### src/rtl/dcp_pkg.sv
// Package: DES tables, register indexes and permutation helpers.
package dcp_pkg;

  localparam int RoundCount = 16;
  localparam int CfgIdxW = 2;
  localparam int CfgDataW = 64;
  localparam logic [CfgIdxW-1:0] REG_KEY = 2'd0;
  localparam logic [CfgIdxW-1:0] REG_IV = 2'd1;
  localparam logic [CfgIdxW-1:0] REG_MODE = 2'd2;
  localparam logic [63:0] PAD_EIGHTS = 64'h0808080808080808;
  localparam logic [7:0] BYTE_ONES = 8'hFF;

  typedef logic [63:0] block_t;

  localparam byte unsigned IPERM [64] = '{
    58,50,42,34,26,18,10,2,60,52,44,36,28,20,12,4,62,54,46,38,30,22,14,6,64,56,48,40,32,24,16,8,
    57,49,41,33,25,17,9,1,59,51,43,35,27,19,11,3,61,53,45,37,29,21,13,5,63,55,47,39,31,23,15,7};
  localparam byte unsigned FPERM [64] = '{
    40,8,48,16,56,24,64,32,39,7,47,15,55,23,63,31,38,6,46,14,54,22,62,30,37,5,45,13,53,21,61,29,
    36,4,44,12,52,20,60,28,35,3,43,11,51,19,59,27,34,2,42,10,50,18,58,26,33,1,41,9,49,17,57,25};
  localparam byte unsigned EXPAND [48] = '{
    32,1,2,3,4,5,4,5,6,7,8,9,8,9,10,11,12,13,12,13,14,15,16,17,
    16,17,18,19,20,21,20,21,22,23,24,25,24,25,26,27,28,29,28,29,30,31,32,1};
  localparam byte unsigned PPERM [32] = '{
    16,7,20,21,29,12,28,17,1,15,23,26,5,18,31,10,2,8,24,14,32,27,3,9,19,13,30,6,22,11,4,25};
  localparam byte unsigned KPERM1 [56] = '{
    57,49,41,33,25,17,9,1,58,50,42,34,26,18,10,2,59,51,43,35,27,19,11,3,60,52,44,36,
    63,55,47,39,31,23,15,7,62,54,46,38,30,22,14,6,61,53,45,37,29,21,13,5,28,20,12,4};
  localparam byte unsigned KPERM2 [48] = '{
    14,17,11,24,1,5,3,28,15,6,21,10,23,19,12,4,26,8,16,7,27,20,13,2,
    41,52,31,37,47,55,30,40,51,45,33,48,44,49,39,56,34,53,46,42,50,36,29,32};
  localparam byte unsigned ROTS [16] = '{1,1,2,2,2,2,2,2,1,2,2,2,2,2,2,1};
  localparam byte unsigned SBOX [8][64] = '{
    '{14,4,13,1,2,15,11,8,3,10,6,12,5,9,0,7,0,15,7,4,14,2,13,1,10,6,12,11,9,5,3,8,
      4,1,14,8,13,6,2,11,15,12,9,7,3,10,5,0,15,12,8,2,4,9,1,7,5,11,3,14,10,0,6,13},
    '{15,1,8,14,6,11,3,4,9,7,2,13,12,0,5,10,3,13,4,7,15,2,8,14,12,0,1,10,6,9,11,5,
      0,14,7,11,10,4,13,1,5,8,12,6,9,3,2,15,13,8,10,1,3,15,4,2,11,6,7,12,0,5,14,9},
    '{10,0,9,14,6,3,15,5,1,13,12,7,11,4,2,8,13,7,0,9,3,4,6,10,2,8,5,14,12,11,15,1,
      13,6,4,9,8,15,3,0,11,1,2,12,5,10,14,7,1,10,13,0,6,9,8,7,4,15,14,3,11,5,2,12},
    '{7,13,14,3,0,6,9,10,1,2,8,5,11,12,4,15,13,8,11,5,6,15,0,3,4,7,2,12,1,10,14,9,
      10,6,9,0,12,11,7,13,15,1,3,14,5,2,8,4,3,15,0,6,10,1,13,8,9,4,5,11,12,7,2,14},
    '{2,12,4,1,7,10,11,6,8,5,3,15,13,0,14,9,14,11,2,12,4,7,13,1,5,0,15,10,3,9,8,6,
      4,2,1,11,10,13,7,8,15,9,12,5,6,3,0,14,11,8,12,7,1,14,2,13,6,15,0,9,10,4,5,3},
    '{12,1,10,15,9,2,6,8,0,13,3,4,14,7,5,11,10,15,4,2,7,12,9,5,6,1,13,14,0,11,3,8,
      9,14,15,5,2,8,12,3,7,0,4,10,1,13,11,6,4,3,2,12,9,5,15,10,11,14,1,7,6,0,8,13},
    '{4,11,2,14,15,0,8,13,3,12,9,7,5,10,6,1,13,0,11,7,4,9,1,10,14,3,5,12,2,15,8,6,
      1,4,11,13,12,3,7,14,10,15,6,8,0,5,9,2,6,11,13,8,1,4,10,7,9,5,0,15,14,2,3,12},
    '{13,2,8,4,6,15,11,1,10,9,3,14,5,0,12,7,1,15,13,8,10,3,7,4,12,5,6,11,0,14,9,2,
      7,11,4,1,9,12,14,2,0,6,10,13,15,3,5,8,2,1,14,7,4,10,8,13,15,12,9,0,3,5,6,11}};

  function automatic logic [63:0] ip(input logic [63:0] v);
    logic [63:0] r;
    for (int i = 0; i < 64; i++) r[63-i] = v[64-IPERM[i]];
    return r;
  endfunction

  function automatic logic [63:0] fp(input logic [63:0] v);
    logic [63:0] r;
    for (int i = 0; i < 64; i++) r[63-i] = v[64-FPERM[i]];
    return r;
  endfunction

  function automatic logic [55:0] pc1(input logic [63:0] v);
    logic [55:0] r;
    for (int i = 0; i < 56; i++) r[55-i] = v[64-KPERM1[i]];
    return r;
  endfunction

  function automatic logic [47:0] pc2(input logic [55:0] v);
    logic [47:0] r;
    for (int i = 0; i < 48; i++) r[47-i] = v[56-KPERM2[i]];
    return r;
  endfunction

  function automatic logic [31:0] feistel(input logic [31:0] r, input logic [47:0] k);
    logic [47:0] e;
    logic [31:0] o;
    logic [31:0] p;
    logic [5:0] six;
    for (int i = 0; i < 48; i++) e[47-i] = r[32-EXPAND[i]];
    e = e ^ k;
    for (int s = 0; s < 8; s++) begin
      six = e[47-6*s -: 6];
      o[31-4*s -: 4] = SBOX[s][{six[5], six[0], six[4:1]}][3:0];
    end
    for (int i = 0; i < 32; i++) p[31-i] = o[32-PPERM[i]];
    return p;
  endfunction

  function automatic logic [27:0] rotl(input logic [27:0] v, input logic two);
    return two ? {v[25:0], v[27:26]} : {v[26:0], v[27]};
  endfunction

  function automatic logic [27:0] rotr(input logic [27:0] v, input logic two);
    return two ? {v[1:0], v[27:2]} : {v[0], v[27:1]};
  endfunction

  function automatic logic [63:0] lead_mask(input logic [3:0] n);
    logic [63:0] m;
    for (int i = 0; i < 8; i++) m[63-8*i -: 8] = (4'(i) < n) ? BYTE_ONES : 8'h00;
    return m;
  endfunction

endpackage

### src/rtl/dcp_if.sv
// Interfaces: input and result channels.
interface dcp_in_if;
  logic valid;
  logic ready;
  logic [63:0] data_block;
  logic [3:0] valid_bytes;
  logic final_block;
  modport source (output valid, data_block, valid_bytes, final_block, input ready);
  modport sink (input valid, data_block, valid_bytes, final_block, output ready);
endinterface

interface dcp_out_if;
  logic valid;
  logic ready;
  logic [63:0] result_block;
  logic [3:0] result_bytes;
  logic result_last;
  modport source (output valid, result_block, result_bytes, result_last, input ready);
  modport sink (input valid, result_block, result_bytes, result_last, output ready);
endinterface

### src/rtl/des_cbc_pkcs5_engine_core.sv
// Top level: DES-CBC engine with PKCS5 padding and removal.
// One DES round per cycle on a single shared round unit; subkeys are made on the fly
// by rotating the C/D key halves (left for encrypt, right for decrypt). A block is
// loaded on its accepting edge, runs 16 rounds, and its result is registered on the
// next edge. The next block can be accepted once that result is taken. A full final
// encrypt block runs the pad block after its first result is taken.
// One block at a time; ready is low while a block is in work or a result waits.
module des_cbc_pkcs5_engine_core (
  input  logic clk,
  input  logic rst,
  input  logic cfg_we,
  input  logic [dcp_pkg::CfgIdxW-1:0] cfg_index,
  input  logic [dcp_pkg::CfgDataW-1:0] cfg_data,
  dcp_in_if.sink in_ch,
  dcp_out_if.source out_ch
);
  import dcp_pkg::*;

  localparam logic [1:0] ST_IDLE = 2'd0;
  localparam logic [1:0] ST_RUN = 2'd1;
  localparam logic [1:0] ST_OUT = 2'd2;

  logic [63:0] cipher_key, init_vector, chain_value, cipher_in;
  logic decrypt_mode, in_message, dec, fin, pad_next_blk;
  logic [1:0] state;
  logic [3:0] round, nbytes;
  logic [31:0] lh, rh;
  logic [27:0] ch, dh, c_use, d_use;
  logic [55:0] cd0;
  logic [63:0] des_out, chain_cur, plain, res;
  logic [7:0] pad;
  logic [3:0] keep_n;
  logic rot2;
  logic [63:0] cipher_hold;

  assign cd0 = pc1(cipher_key);
  assign rot2 = ROTS[round] == 8'd2;
  assign c_use = dec ? ch : rotl(ch, rot2);
  assign d_use = dec ? dh : rotl(dh, rot2);
  assign des_out = fp({rh, lh});
  assign chain_cur = in_message ? chain_value : init_vector;
  assign keep_n = (in_ch.valid_bytes > 4'd8) ? 4'd8 : in_ch.valid_bytes;
  assign plain = des_out ^ chain_value;
  assign pad = plain[7:0];
  assign in_ch.ready = (state == ST_IDLE);

  always_comb begin
    if (decrypt_mode) begin
      cipher_in = in_ch.data_block;
    end else if (!in_ch.final_block || keep_n == 4'd8) begin
      cipher_in = in_ch.data_block ^ chain_cur;
    end else begin
      cipher_in = ((in_ch.data_block & lead_mask(keep_n)) |
                   ({8{4'd0, 4'd8 - keep_n}} & ~lead_mask(keep_n))) ^ chain_cur;
    end
  end

  always_comb begin
    res = des_out;
    nbytes = 4'd8;
    if (dec && fin) begin
      if (pad < 8'd8) begin
        nbytes = 4'd8 - pad[3:0];
        res = plain & lead_mask(nbytes);
      end else begin
        nbytes = 4'd0;
        res = '0;
      end
    end else if (dec) begin
      res = plain;
    end
  end

  always_ff @(posedge clk) begin
    if (rst) begin
      cipher_key <= '0;
      init_vector <= '0;
      decrypt_mode <= 1'b0;
      in_message <= 1'b0;
      state <= ST_IDLE;
      out_ch.valid <= 1'b0;
      round <= '0;
    end else begin
      if (cfg_we) begin
        case (cfg_index)
          REG_KEY: cipher_key <= cfg_data;
          REG_IV: init_vector <= cfg_data;
          REG_MODE: decrypt_mode <= cfg_data[0];
          default: ;
        endcase
      end
      case (state)
        ST_IDLE: if (in_ch.valid) begin
          in_message <= !in_ch.final_block;
          dec <= decrypt_mode;
          fin <= in_ch.final_block;
          pad_next_blk <= !decrypt_mode && in_ch.final_block && keep_n == 4'd8;
          if (decrypt_mode) chain_value <= chain_cur;
          {lh, rh} <= ip(cipher_in);
          ch <= cd0[55:28];
          dh <= cd0[27:0];
          round <= '0;
          state <= ST_RUN;
        end
        ST_RUN: begin
          lh <= rh;
          rh <= lh ^ feistel(rh, pc2({c_use, d_use}));
          ch <= dec ? rotr(ch, ROTS[4'd15 - round] == 8'd2) : c_use;
          dh <= dec ? rotr(dh, ROTS[4'd15 - round] == 8'd2) : d_use;
          round <= round + 4'd1;
          if (round == 4'(RoundCount - 1)) state <= ST_OUT;
        end
        ST_OUT: if (!out_ch.valid) begin
          out_ch.valid <= 1'b1;
          out_ch.result_block <= res;
          out_ch.result_bytes <= nbytes;
          out_ch.result_last <= fin && !pad_next_blk;
          chain_value <= dec ? cipher_hold : des_out;
        end else if (out_ch.ready) begin
          out_ch.valid <= 1'b0;
          if (pad_next_blk) begin
            pad_next_blk <= 1'b0;
            {lh, rh} <= ip(PAD_EIGHTS ^ out_ch.result_block);
            ch <= cd0[55:28];
            dh <= cd0[27:0];
            round <= '0;
            state <= ST_RUN;
          end else begin
            state <= ST_IDLE;
          end
        end
        default: state <= ST_IDLE;
      endcase
    end
  end

  always_ff @(posedge clk) begin
    if (state == ST_IDLE && in_ch.valid) cipher_hold <= in_ch.data_block;
  end

endmodule

### src/flat_wrapper.sv
// flat-port wrapper written by rule: the top's interface ports become plain ports
module des_cbc_pkcs5_engine_core_flat import dcp_pkg::*;
  (clk, rst, cfg_we, cfg_index, cfg_data, in_ch_valid, in_ch_data_block, in_ch_valid_bytes, in_ch_final_block, in_ch_ready, out_ch_valid, out_ch_result_block, out_ch_result_bytes, out_ch_result_last, out_ch_ready);
  dcp_in_if in_ch_i ();
  dcp_out_if out_ch_i ();
  input  logic clk;
  input  logic rst;
  input  logic cfg_we;
  input  logic [dcp_pkg::CfgIdxW-1:0] cfg_index;
  input  logic [dcp_pkg::CfgDataW-1:0] cfg_data;
  input wire logic [$bits(in_ch_i.valid)-1:0] in_ch_valid;
  input wire logic [$bits(in_ch_i.data_block)-1:0] in_ch_data_block;
  input wire logic [$bits(in_ch_i.valid_bytes)-1:0] in_ch_valid_bytes;
  input wire logic [$bits(in_ch_i.final_block)-1:0] in_ch_final_block;
  output wire logic [$bits(in_ch_i.ready)-1:0] in_ch_ready;
  output wire logic [$bits(out_ch_i.valid)-1:0] out_ch_valid;
  output wire logic [$bits(out_ch_i.result_block)-1:0] out_ch_result_block;
  output wire logic [$bits(out_ch_i.result_bytes)-1:0] out_ch_result_bytes;
  output wire logic [$bits(out_ch_i.result_last)-1:0] out_ch_result_last;
  input wire logic [$bits(out_ch_i.ready)-1:0] out_ch_ready;
  assign in_ch_i.valid = in_ch_valid;
  assign in_ch_i.data_block = in_ch_data_block;
  assign in_ch_i.valid_bytes = in_ch_valid_bytes;
  assign in_ch_i.final_block = in_ch_final_block;
  assign in_ch_ready = in_ch_i.ready;
  assign out_ch_valid = out_ch_i.valid;
  assign out_ch_result_block = out_ch_i.result_block;
  assign out_ch_result_bytes = out_ch_i.result_bytes;
  assign out_ch_result_last = out_ch_i.result_last;
  assign out_ch_i.ready = out_ch_ready;
  des_cbc_pkcs5_engine_core u_core (.clk(clk), .rst(rst), .cfg_we(cfg_we), .cfg_index(cfg_index), .cfg_data(cfg_data), .in_ch(in_ch_i), .out_ch(out_ch_i));
endmodule
### config.mk
export PLATFORM = sky130hd
export DESIGN_NAME = des_cbc_pkcs5_engine_core_flat
export DESIGN_NICKNAME = d
export VERILOG_FILES = /design/src/rtl/dcp_pkg.sv /design/src/rtl/dcp_if.sv /design/src/rtl/des_cbc_pkcs5_engine_core.sv /design/src/flat_wrapper.sv
export SDC_FILE = /design/constraint.sdc
export NUM_CORES = 1
export LEC_CHECK = 0
export ABC_AREA = 1
export BUFFER_PORTS_ARGS = -buffer_cell sky130_fd_sc_hd__buf_2
export CAP_MARGIN = 20
export CORE_AREA = 3 3 279 199
export CTS_CLUSTER_DIAMETER = 150
export DETAILED_ROUTE_END_ITERATION = 10
export DIE_AREA = 0 0 282 202
export PLACE_DENSITY_LB_ADDON = 0.15
export SYNTH_ARGS = -nofsm -noshare
export SYNTH_HDL_FRONTEND = slang
export SYNTH_SLANG_ARGS = --single-unit
export TNS_END_PERCENT = 10
### constraint.sdc
create_clock -name clk -period 16.4 [get_ports clk]
set_input_delay 2.46 -clock clk [delete_from_list [all_inputs] [get_ports clk]]
set_output_delay 2.46 -clock clk [all_outputs]
set_load 0.005 [all_outputs]
## Yosys cells after proc, flatten, opt, wreduce, memory -nomap -nowiden

Memory sizes are Yosys's and may differ from the RTL's.
Index checks and enable logic that the tools add are counted.

- Bits in registers: 457
- Bits in read-only memories: 4,352
- Input bits: 140
- Output and inout port bits: 71
- Word-level logic and storage cells: 219
- Memories: 10

- $add $sub $neg: 4
- $lt $le $gt $ge: 28
- Equal/unequal tests: 15
- Mux-type cells: 94
- Bitwise operators: 23
- Reduce and logical (&&, ||, !) cells: 25

Memories:

| name | words | width | rd ports | clocked after Yosys merged registers in | write ports | RTL line | text |
|---|---|---|---|---|---|---|---|
| (name not given) | 64 | 8 | 1 | 0 | 0 | dcp_pkg.sv:84 | `o[31-4*s -: 4] = SBOX[s][{six[5], six[0], six[4:1]}][3:0];` |
| (name not given) | 64 | 8 | 1 | 0 | 0 | dcp_pkg.sv:84 |  |
| (name not given) | 64 | 8 | 1 | 0 | 0 | dcp_pkg.sv:84 |  |
| (name not given) | 64 | 8 | 1 | 0 | 0 | dcp_pkg.sv:84 |  |
| (name not given) | 64 | 8 | 1 | 0 | 0 | dcp_pkg.sv:84 |  |
| (name not given) | 64 | 8 | 1 | 0 | 0 | dcp_pkg.sv:84 |  |
| +4 memories | n/a | n/a | n/a | n/a | n/a | n/a |  |

Operators with widths:

| operator | count |
|---|---|
| 2-to-1 mux 64 bit | 10 |
| 2-to-1 mux 28 bit | 16 |
| 2-to-1 mux 32 bit | 8 |
| case mux 32 bit (3 select lines) | 2 |
| XOR 64 bit | 3 |
| case mux 28 bit (3 select lines) | 2 |
| 2-to-1 mux 8 bit | 20 |
| AND 64 bit | 2 |
| case mux 64 bit (2 select lines) | 1 |
| 2-to-1 mux 4 bit | 22 |
| AND 60 x 64 -> 64 bit | 1 |
| NOT 64 bit | 1 |
| bitwise OR 64 bit | 1 |
| >= comparator 7 bit, second input constant | 8 |
| NOT 6 -> 7 bit | 8 |
| XOR 48 bit | 1 |
| < comparator 3 x 4 -> 1 bit, first input constant | 8 |
| XOR 32 bit | 1 |
| equality test 8 x 2 -> 1 bit, second input constant | 2 |
| < comparator 1 x 4 -> 1 bit, first input constant | 4 |
| < comparator 2 x 4 -> 1 bit, first input constant | 4 |
| AND reduction 5 bit | 3 |
| case mux 4 bit (3 select lines) | 1 |
| subtractor 4 bit, first input constant | 3 |
| 26 further kinds | 57 |

## Logic depth before layout (Yosys ltp)

- Word-level depth: 14
- Depth in mapped cells: 29
- Mapped depth without buffers: 28

## Least setup slack after synthesis

OpenSTA, ideal clock, no wires.

- Kind: input -> register
- From: input port out_ch_ready
- To: register u_core.ch[0], enable pin
- Setup time: 0.602 ns
- Arrival time: 7.827 ns
- Required time: 15.798 ns
- Setup slack: 7.971 ns
- Stages on the path: 6
- Buffers on the path: 0
- Cell sequence: nand2_1 nand2_1 nand2_1 inv_1 nand2_1 nor2_1

- Longest elaborated chain between the ends: 2

Ends and longest elaborated chain:

| what | RTL line | text |
|---|---|---|
| start: declaration | flat_wrapper.sv:20 | `input wire logic [$bits(out_ch_i.ready)-1:0] out_ch_ready;` |
| inequality test 2 bit (no source line) | n/a |  |
| AND reduction 6 bit (no source line) | n/a |  |
| end signal: assignment | des_cbc_pkcs5_engine_core.sv:100 | `ch <= cd0[55:28];` |
| end signal: assignment | des_cbc_pkcs5_engine_core.sv:108 | `ch <= dec ? rotr(ch, ROTS[4'd15 - round] == 8'd2) : c_use;` |
| end signal: assignment | des_cbc_pkcs5_engine_core.sv:124 | `ch <= cd0[55:28];` |
| end: declaration | des_cbc_pkcs5_engine_core.sv:28 | `logic [27:0] ch, dh, c_use, d_use;` |

Every way passes these cells.
A chain may end at the register's enable or synchronous reset.

## Final worst setup path

- From: register u_core.dec
- To: register u_core.rh[11], data pin

- Longest elaborated chain between the ends: 8

Ends and longest elaborated chain:

| what | RTL line | text |
|---|---|---|
| start: declaration | des_cbc_pkcs5_engine_core.sv:24 | `logic decrypt_mode, in_message, dec, fin, pad_next_blk;` |
| start signal: assignment | des_cbc_pkcs5_engine_core.sv:95 | `dec <= decrypt_mode;` |
| 2-to-1 mux 28 bit | des_cbc_pkcs5_engine_core.sv:39 | `assign d_use = dec ? dh : rotl(dh, rot2);` |
| XOR 48 bit | dcp_pkg.sv:81 | `e = e ^ k;` |
| NOT 6 -> 7 bit (not written as such) | dcp_pkg.sv:84 |  |
| memory read (64 x 8 bit) | n/a |  |
| 2-to-1 mux 4 bit (not written as such) (2 in series) | dcp_pkg.sv:84 |  |
| XOR 32 bit | des_cbc_pkcs5_engine_core.sv:107 | `rh <= lh ^ feistel(rh, pc2({c_use, d_use}));` |
| case mux 32 bit (3 select lines) | des_cbc_pkcs5_engine_core.sv:92 | `case (state)` |
| end signal: assignment | des_cbc_pkcs5_engine_core.sv:99 | `{lh, rh} <= ip(cipher_in);` |
| end signal: assignment | des_cbc_pkcs5_engine_core.sv:107 |  |
| end signal: assignment | des_cbc_pkcs5_engine_core.sv:123 | `{lh, rh} <= ip(PAD_EIGHTS ^ out_ch.result_block);` |
| end: declaration | des_cbc_pkcs5_engine_core.sv:27 | `logic [31:0] lh, rh;` |

Every way passes these cells. The select of a mux whose other input is x is not followed.

==> results.toml <==
[synthesis]
ys.flop_type = "edfxtp_1"
yosysMostFrequentCell = "nand2_1"
yosysTopAreaCell = "edfxtp_1"
synth_area_um2 = 29000
ys_types = 48
synth_cells = 3831
synth-async-reset-ratio = 0
synth_fp_nets = 4041
synth_top_area_frac = 0.331
yosys-top-cells-area = "edfxtp_1 (33%), nand2_1 (13%), dfxtp_1 (8.9%)"
seq_area_frac_synth = 0.420
yosysWarnings = 0
synth-edff-count = 320
synth-seq-cells = 449
avgSynthCellArea_um2 = 7.58
synth_common_cells = "nand2_1 (1026), nand3_1 (396), o21ai_0 (348)"

[clocking]
clkSinkCount = 449
cts_buffers = 47
htreeDepth = 2
max-clock-path-buffers = 3
cts_tree = "yes"
clock_latency_ns = 0.61
cts_hold_buf = 0
cts_resized = 0
path_clk_slew_ns = 0.07
post_cts.repair.setup_buffers = 0
root_buffer = "clkbuf_16"

[worst_setup_path]
crit_fanout = 61
setup.worst_path.start = "u_core.dec"
cp.arrival_ns = 5.46
endpoint_kind = "flop"
reg2reg_to = "u_core.rh[11]"
reg2reg_depth = 19
cp.required_ns = 16.77
worstSetupPathType = "reg -> reg"
reg2reg_from = "u_core.dec"
rrSetupSlack_ns = 11.31
crit_path_start_kind = "flop"

[route]
routedWlPerCell_um = 23.7
ant_nets = 0
route.detailed.drc = 0
first_pass_iters = 8
drtIter0Drc = 4122
viasPerCell = 6.12
vias = 28400
routed_wl_um = 110000

[sta]
grt_setup_unrepaired = "no"
setup_tns_ns = 0
fmax_ghz = 0.196
max_slew_margin = 0.228
finalCritPeriodShare = 0.311
hold_slack_ns = 0.455
tightest_slew_ns = 1.16
finalMaxSlewViolations = 0
finalSetupViolCount = 0
final.setup_skew_ns = 0.0270
hold_violations = 0
period_needed_ns = 5.09

[place]
place_hpwl_um = 79500
gp_congestion = 0.984
postPlaceCellArea_um2 = 30300
portBuffers = 210
dpl.cell_count = 4559

[final_layout]
fin_cells = 4646
final_area_um2 = 31900
area_growth_pct = 9.78
antennaDiodeCount = 0
drive_gt1_frac = 0.118
fin_nets = 4126

[floorplan]
die_area_um2 = 57000
ios = 211
initial_core_util = 0.546
coreArea_um2 = 53200
die_height_um = 202
placementRows = 71
die_w_um = 282

[status]
status = "complete, no violations"

[global_routing]
grt_max_degree = 137
grt_pass1_wl_um = 161000
grt_remaining_overflow = 0
grt_pass1_vias = 25100
grt_usage = 0.378
antenna_found_initial = 2

[worst_hold_path]
hold_path.class = "reg -> reg"
hold_start = "u_core.init_vector[27]"
hold_depth = 2
hold_end = "u_core.init_vector[27]"

[power_and_ir_drop]
vdd_drop_max_v = 0.000121
leakage_nw = 14.0
power_mw = 6.76
power_density_nw_per_um2 = 212

[run]
cap_violations = 0
[worst max-delay path, cell delays in order, from the launching register on]
cell      delay (ns)
edfxtp_1        0.53
inv_4           0.28
buf_4           0.76
buf_4           0.81
nand3_1         0.53
nand3_1         0.22
nand2_1         0.20
ha_1            0.29
inv_1           0.10
nand3_1         0.17
nand2_1         0.11
nand2_1         0.05
nand3_1         0.07
nand3_1         0.10
nand2_1         0.09
nand2_1         0.05
nand3_1         0.22
nand2_1         0.09
nand2_1         0.07
nand2_1         0.06
[cell families after synthesis]
family / after synthesis / synth area share
AO/OA/AOI/OAI: 858 / 0.168
XOR/XNOR: 130 / 0.0473
adder cells (fa/ha/maj): 70 / 0.0302
buffers and inverters: 508 / 0.0721
AND/OR/NAND/NOR: 1816 / 0.263
flip-flops: 449 / 0.420
[layer usage]
layer  vias up  track usage  share of wire
met1     13300        0.553           0.41
met4         2        0.187          0.057
met3       241       0.0846           0.13
li1      13100            -              -
met5         -            0       0.000073
met2      1810        0.522           0.40
[worst max-delay path by stage]
stage | to | slack [ns] | depth (start not counted)
CTS | u_core.rh[11] | 11.54 | 19
global route | u_core.rh[5] | 11.07 | 19
detailed placement | u_core.lh[1] | 11.20 | 13
global placement | u_core.lh[1] | 11.26 | 13
finish | u_core.rh[11] | 11.31 | 19
floorplan | u_core.ch[0] | 7.97 | 6
[layout make-up]
class	count	area (um2)
Tap cell	693	867
Timing Repair Buffer	239	1280
Clock buffer	70	1380
Fill cell	4915	21300
Clock inverter	16	191
Multi-Input combinational cell	2874	14800
Inverter	305	1150
Sequential cell	449	12200
[through the flow]
step           utilization  setup WS, ns
2_1_floorplan            -          7.97
3_3_place_gp         0.570         11.26
6_report             0.599         11.31
4_1_cts              0.599         11.54
5_1_grt              0.599         11.07
3_5_place_dp         0.570         11.20
[flip-flops by register name, indices dropped and copies added, names as in the netlist]
name	count
u_core.in_message	1
u_core.fin	1
u_core.decrypt_mode	1
u_core.init_vector	64
u_core.out_ch.result_last	1
u_core.lh	32
u_core.rh	32
u_core.out_ch.result_block	64
u_core.ch	28
u_core.dh	28
u_core.chain_value	64
u_core.round	4
u_core.dec	1
u_core.state	2
u_core.cipher_key	56
u_core.cipher_hold	64
u_core.out_ch.valid	1
u_core.pad_next_blk	1
u_core.out_ch.result_bytes	4
[cell usage in the layout, fill, tap and decap left out, drive strengths merged, types with 68 or more instances in the layout]
cell    synthesis  final
xnor2          93     93
nor2          302    302
nand3         413    413
a21oi         301    301
buf            74    239
nand2        1066   1066
clkbuf        129     70
ha             70     70
o21ai         385    385
a22oi          68     68
inv           303    305
dfxtp         129    129
edfxtp        320    320
[where the power goes]
group / internal (mW) / switching, mW / total (mW)
Clock: 0.631 / 0.487 / 1.12
Sequential: 1.66 / 0.338 / 1.99
Combinational: 1.10 / 2.55 / 3.65
Total: 3.39 / 3.37 / 6.76
Note: power is estimated with default switching activity, not from simulation.
